<file path="src/hdl/pse_pkg.sv">
// ----------------------------------------------------------------------------
// pse_pkg
// Sizes, codes and types of the prime sieve query engine.
// ----------------------------------------------------------------------------
package pse_pkg;

    localparam int MAX_LIMIT   = 65536;
    localparam int PRIME_SLOTS = 8192;

    localparam int BM_DEPTH  = MAX_LIMIT / 2;
    localparam int BM_AW     = $clog2(BM_DEPTH);
    localparam int TOP_INDEX = (MAX_LIMIT - 3) / 2;
    localparam int LIM_W     = $clog2(MAX_LIMIT) + 1;
    localparam int NUM_W     = LIM_W + 1;
    localparam int P_W       = $clog2(MAX_LIMIT);
    localparam int PL_AW     = $clog2(PRIME_SLOTS);
    localparam int CNT_W     = PL_AW + 1;

    localparam int IDX_W  = 13;
    localparam int VAL_W  = 32;
    localparam int PV_W   = 16;
    localparam int ST_W   = 2;
    localparam int CFG_W  = 17;
    localparam int DATA_W = 32;
    localparam int PADDR_W = 3;
    localparam int RESET_LIMIT = 1024;

    localparam logic [PADDR_W-3:0] REG_INITIAL_LIMIT = '0;

    localparam logic [1:0] OP_NTH      = 2'd0;
    localparam logic [1:0] OP_TEST_LOW = 2'd1;
    localparam logic [1:0] OP_TEST     = 2'd2;

    localparam logic [ST_W-1:0] ST_OK    = 2'd0;
    localparam logic [ST_W-1:0] ST_RANGE = 2'd1;
    localparam logic [ST_W-1:0] ST_BIG   = 2'd2;

    typedef struct packed {
        logic [1:0]       op;
        logic [IDX_W-1:0] prime_index;
        logic [VAL_W-1:0] test_value;
    } item_t;

    typedef struct packed {
        logic [PV_W-1:0] prime_value;
        logic            prime_flag;
        logic [ST_W-1:0] status;
    } result_t;

    typedef struct packed {
        logic             load;
        logic [CFG_W-1:0] value;
    } cfg_t;

    typedef struct packed {
        logic             start;
        logic [VAL_W-1:0] dividend;
        logic [P_W-1:0]   divisor;
    } div_req_t;

    typedef struct packed {
        logic           done;
        logic [P_W-1:0] rem;
    } div_rsp_t;

endpackage

</file>
<file path="src/hdl/pse_if.sv">
// ----------------------------------------------------------------------------
// pse_if
// Query and result channels with valid/ready transfer.
// ----------------------------------------------------------------------------
interface pse_item_if;
    logic                       valid;
    logic                       ready;
    logic                       kind;
    logic [pse_pkg::IDX_W-1:0]  prime_index;
    logic [pse_pkg::VAL_W-1:0]  test_value;

    modport source (output valid, kind, prime_index, test_value, input ready);
    modport sink   (input valid, kind, prime_index, test_value, output ready);
endinterface


</file>
<file path="src/hdl/pse_front.sv">
// ----------------------------------------------------------------------------
// pse_front
// Accepts queries, classifies them and holds them in a two-entry queue.
// ----------------------------------------------------------------------------
module pse_front (
    input  logic           clk,
    input  logic           rst_n,
    pse_item_if.sink       req,
    output logic           item_valid,
    output pse_pkg::item_t item,
    input  logic           item_pop
);
    import pse_pkg::*;

    item_t      slot_reg [2];
    logic       wr_ptr_reg, wr_ptr_next;
    logic       rd_ptr_reg, rd_ptr_next;
    logic [1:0] cnt_reg, cnt_next;
    logic       push;
    item_t      in_item;

    assign req.ready  = (cnt_reg != 2'd2);
    assign push       = req.valid && req.ready;
    assign item_valid = (cnt_reg != 2'd0);
    assign item       = slot_reg[rd_ptr_reg];

    always_comb
    begin
        in_item.prime_index = req.prime_index;
        in_item.test_value  = req.test_value;
        if (!req.kind)
            in_item.op = OP_NTH;
        else if (req.test_value < VAL_W'(2))
            in_item.op = OP_TEST_LOW;
        else
            in_item.op = OP_TEST;
    end

    always_comb
    begin
        wr_ptr_next = push ? ~wr_ptr_reg : wr_ptr_reg;
        rd_ptr_next = item_pop ? ~rd_ptr_reg : rd_ptr_reg;
        cnt_next    = cnt_reg + {1'b0, push} - {1'b0, item_pop};
    end

    always_ff @(posedge clk or negedge rst_n)
    begin
        if (!rst_n)
        begin
            wr_ptr_reg <= 1'b0;
            rd_ptr_reg <= 1'b0;
            cnt_reg    <= 2'd0;
        end
        else
        begin
            wr_ptr_reg <= wr_ptr_next;
            rd_ptr_reg <= rd_ptr_next;
            cnt_reg    <= cnt_next;
        end
    end

    always_ff @(posedge clk)
    begin
        if (push)
            slot_reg[wr_ptr_reg] <= in_item;
    end

endmodule

</file>
<file path="src/flat_wrapper.sv">
// flat-port wrapper written by rule: the top's interface ports become plain ports
module pse_front_flat import pse_pkg::*;
  (clk, rst_n, item_valid, item, item_pop, req_valid, req_kind, req_prime_index, req_test_value, req_ready);
  pse_item_if req_i ();
  input  logic clk;
  input  logic rst_n;
  output logic item_valid;
  output pse_pkg::item_t item;
  input  logic item_pop;
  input wire logic [$bits(req_i.valid)-1:0] req_valid;
  input wire logic [$bits(req_i.kind)-1:0] req_kind;
  input wire logic [$bits(req_i.prime_index)-1:0] req_prime_index;
  input wire logic [$bits(req_i.test_value)-1:0] req_test_value;
  output wire logic [$bits(req_i.ready)-1:0] req_ready;
  assign req_i.valid = req_valid;
  assign req_i.kind = req_kind;
  assign req_i.prime_index = req_prime_index;
  assign req_i.test_value = req_test_value;
  assign req_ready = req_i.ready;
  pse_front u_core (.clk(clk), .rst_n(rst_n), .req(req_i), .item_valid(item_valid), .item(item), .item_pop(item_pop));
endmodule
</file>
<file path="config.mk">
export PLATFORM = sky130hd
export DESIGN_NAME = pse_front_flat
export DESIGN_NICKNAME = d
export VERILOG_FILES = /design/src/hdl/pse_pkg.sv /design/src/hdl/pse_if.sv /design/src/hdl/pse_front.sv /design/src/flat_wrapper.sv
export SDC_FILE = /design/constraint.sdc
export NUM_CORES = 1
export LEC_CHECK = 0
export BUFFER_PORTS_ARGS = -buffer_cell sky130_fd_sc_hd__buf_2
export CAP_MARGIN = 20
export CORE_MARGIN = 1
export CORE_UTILIZATION = 50
export DETAILED_ROUTE_END_ITERATION = 6
export PLACE_DENSITY = 0.87
export SYNTH_ARGS = -nofsm -noshare
export SYNTH_HDL_FRONTEND = slang
export SYNTH_SLANG_ARGS = --single-unit
export TNS_END_PERCENT = 50
</file>
<file path="constraint.sdc">
create_clock -name clk -period 3.7 [get_ports clk]
set_clock_uncertainty 0.05 [all_clocks]
set_input_delay 0.37 -clock clk [delete_from_list [all_inputs] [get_ports clk]]
set_output_delay 0.37 -clock clk [all_outputs]
set_load 0.02 [all_outputs]
</file>
==> results.cfg <==
[timing]
hold_viol_final = 0
worst_pin_slew_ns = 0.9024
period_needed_ns = 2.600
period_share_pct = 70.27
finalMaxSlewViolations = 0
maxSlewHeadroom_pct = 39.84
fmax_mhz = 384.6
setup_viol = 0
rsz0062_at_grt = false
tns_ns = 0

[grt]
grt_overflow = 0
grt_pass1_wl_mm = 8.907
grt_max_degree = 48
grt_pass1_vias = 1836
grt_antenna_before_repair = 0
grtUsageTotal_pct = 15.92

[placed_design]
gp_congestion = 0.7068
io_buffers = 98
dpl.hpwl_mm = 4.005
dpl.cell_count = 371

[clock_tree]
h-tree-depth = 3
clockBufferDepth = 2
cts_tree = done
clkTransAtPathRegs_ns = 0.10
cts_setup_buffers = 0
cts_hold_buffers = 1
numCtsBuffers = 9
cts_sinks = 98
cts-root-buf = clkbuf_8
clk-insertion-delay-late_ns = 0.34
cts_resized = 0

[drt]
ant_nets = 0
first_pass_iters = 4
viasPerCell = 4.879
num_vias = 1898
drtIter0Drc = 76
wire_per_inst_um = 15.38
finalWirelength_mm = 5.982
drc = 0

[worst_setup_path]
cpPeakStageDelay_ns = 0.97
path_max_fanout = 37
critPathLaunchType = flip-flop
cp.required_ns = 3.28
end_kind = output pin
path_cells = buf_4, mux2_4, buf_2
crit_arrival_ns = 2.18
critical_path_class = reg2out
crit_slowest_cell = dfrtp_2

[logic_synthesis]
ys_top_cells_by_area = edfxtp_1, mux2_2, mux2_4, dfrtp_1, nor4_1
ys_ff_latch = 98
synth_top_area_share_pct = 75.35
yosys.area.top_type = edfxtp_1
synthCells = 177
synth-seq-area-share_pct = 78.02
syn_area_mm2 = 0.003746
yosys_warnings = 0
synth_nets = 229
avgSynthCellArea_um2 = 21.16
synth_cell_types = 19

[final_layout]
syn_to_final_growth_pct = 21.84
stdcell_count = 389
antenna_cells = 0
final_nets = 337
largest_reg_flops = 94
drive_above_1_share_pct = 57.24

[die]
dieHeight_um = 88.56
io_pins = 99
initial_core_util_pct = 51.65
rows = 31
die_area_mm2 = 0.007842
core_mm2 = 0.007253
die_w_um = 88.56

[power_and_ir_drop]
powerDensity_mw_per_mm2 = 777.7
p_leak_uw = 0.001765
ir_drop_v = 0.0005738

[worst_hold_path]
min_path_type = in2reg

[outcome]
outcome = finished clean

[flow_run]
max_cap_viol_count = 0
worst max-delay path: cells and delay by family, from the launching register on:
kind / cells / cell delay (ns)
flops: 1 / 0.97
buf+inv: 2 / 0.54
mux: 1 / 0.32
routing by layer:
layer  vias up  track usage (%)  share of wire, %
li1        915                -                 -
met3         9            3.918               3.7
met4         0            7.478               1.5
met2        60            26.36                52
met1       914            19.83                43
met5         -                0                 0
stage by stage:
| step | total power [uW] | setup WS [ns] | area [um2] | utilization [%] | hold WS, ns |
|---|---|---|---|---|---|
| after floorplan | 2569 | 0.4718 | 3746 | - | 0.02441 |
| final | 3550 | 1.100 | 4564 | 62.93 | 0.1524 |
| after global placement | 2878 | 1.456 | 4342 | 59.86 | 0.1273 |
| after global routing | 3726 | 0.9788 | 4564 | 62.93 | 0.1309 |
| after detailed placement | 2916 | 1.442 | 4342 | 59.86 | 0.1328 |
| after CTS | 3565 | 1.059 | 4544 | 62.65 | 0.1373 |
placed cells by master (no fill, tap or decap), types with 2 or more instances in the layout:
master    Yosys  routed
ha_1          2       2
buf_4         0       2
edfxtp_1     94      94
inv_1         4       4
nor4_1        7       7
dfrtp_1       4       3
clkinv_4      0       2
nor3_1        2       2
nand4_1       2       2
clkbuf_8      0       9
mux2_4       20      20
xnor2_1       3       3
mux2_2       27      27
buf_2         2      98
clkinv_1      0       2
logic make-up (layout without fill, tap and decap cells):
kind of cell	count (synthesis)	in the layout	synth area share (%)
mux	47	47	16.13
fa+ha+maj	2	2	0.6679
buf+inv	9	122	1.570
simple gates	16	16	2.472
compound gates	1	1	0.2005
xor+xnor	4	4	0.9354
flops	98	98	78.02
worst paths after layout:
path,start,to,slack (ns),depth (start not counted)
worst max-delay path,u_core.rd_ptr_reg,item[29],1.10,3
worst min-delay path,req_prime_index[0],u_core.slot_reg[1][32],0.15,1
worst max register to register,u_core.cnt_reg[1],u_core.slot_reg[0][42],1.55,4
worst min register to register,u_core.cnt_reg[1],u_core.cnt_reg[1],0.45,1
max in group asynchronous,rst_n,u_core.rd_ptr_reg,3.15,2
min in group asynchronous,rst_n,u_core.wr_ptr_reg,0.32,2
Yosys cell counts (all sizes together):
cell type	n
o21a	1
mux2	47
nor4	7
xor2	1
and3	1
inv	4
nand2	1
nor2	1
nand2b	1
dfrtp	4
nor3	2
nand4	2
or2	1
edfxtp	94
buf	5
xnor2	3
ha	2
area by class of cell:
type | instances | area, um2
inverters | 4 | 15.01
multi-input cells | 70 | 773.2
repair buffers | 102 | 535.5
flip-flops and latches | 98 | 2924
clock buffers | 9 | 123.9
well taps | 99 | 123.9
clock inverters | 7 | 68.82
fillers | 555 | 2689
power breakdown:
| group | leakage (uW) | switching [uW] | internal, uW |
|---|---|---|---|
| registers | 0.000919 | 149 | 1520 |
| logic | 0.000747 | 665 | 549 |
| clock network | 0.0000987 | 358 | 312 |
No activity file was read; power rests on OpenSTA's default activity.
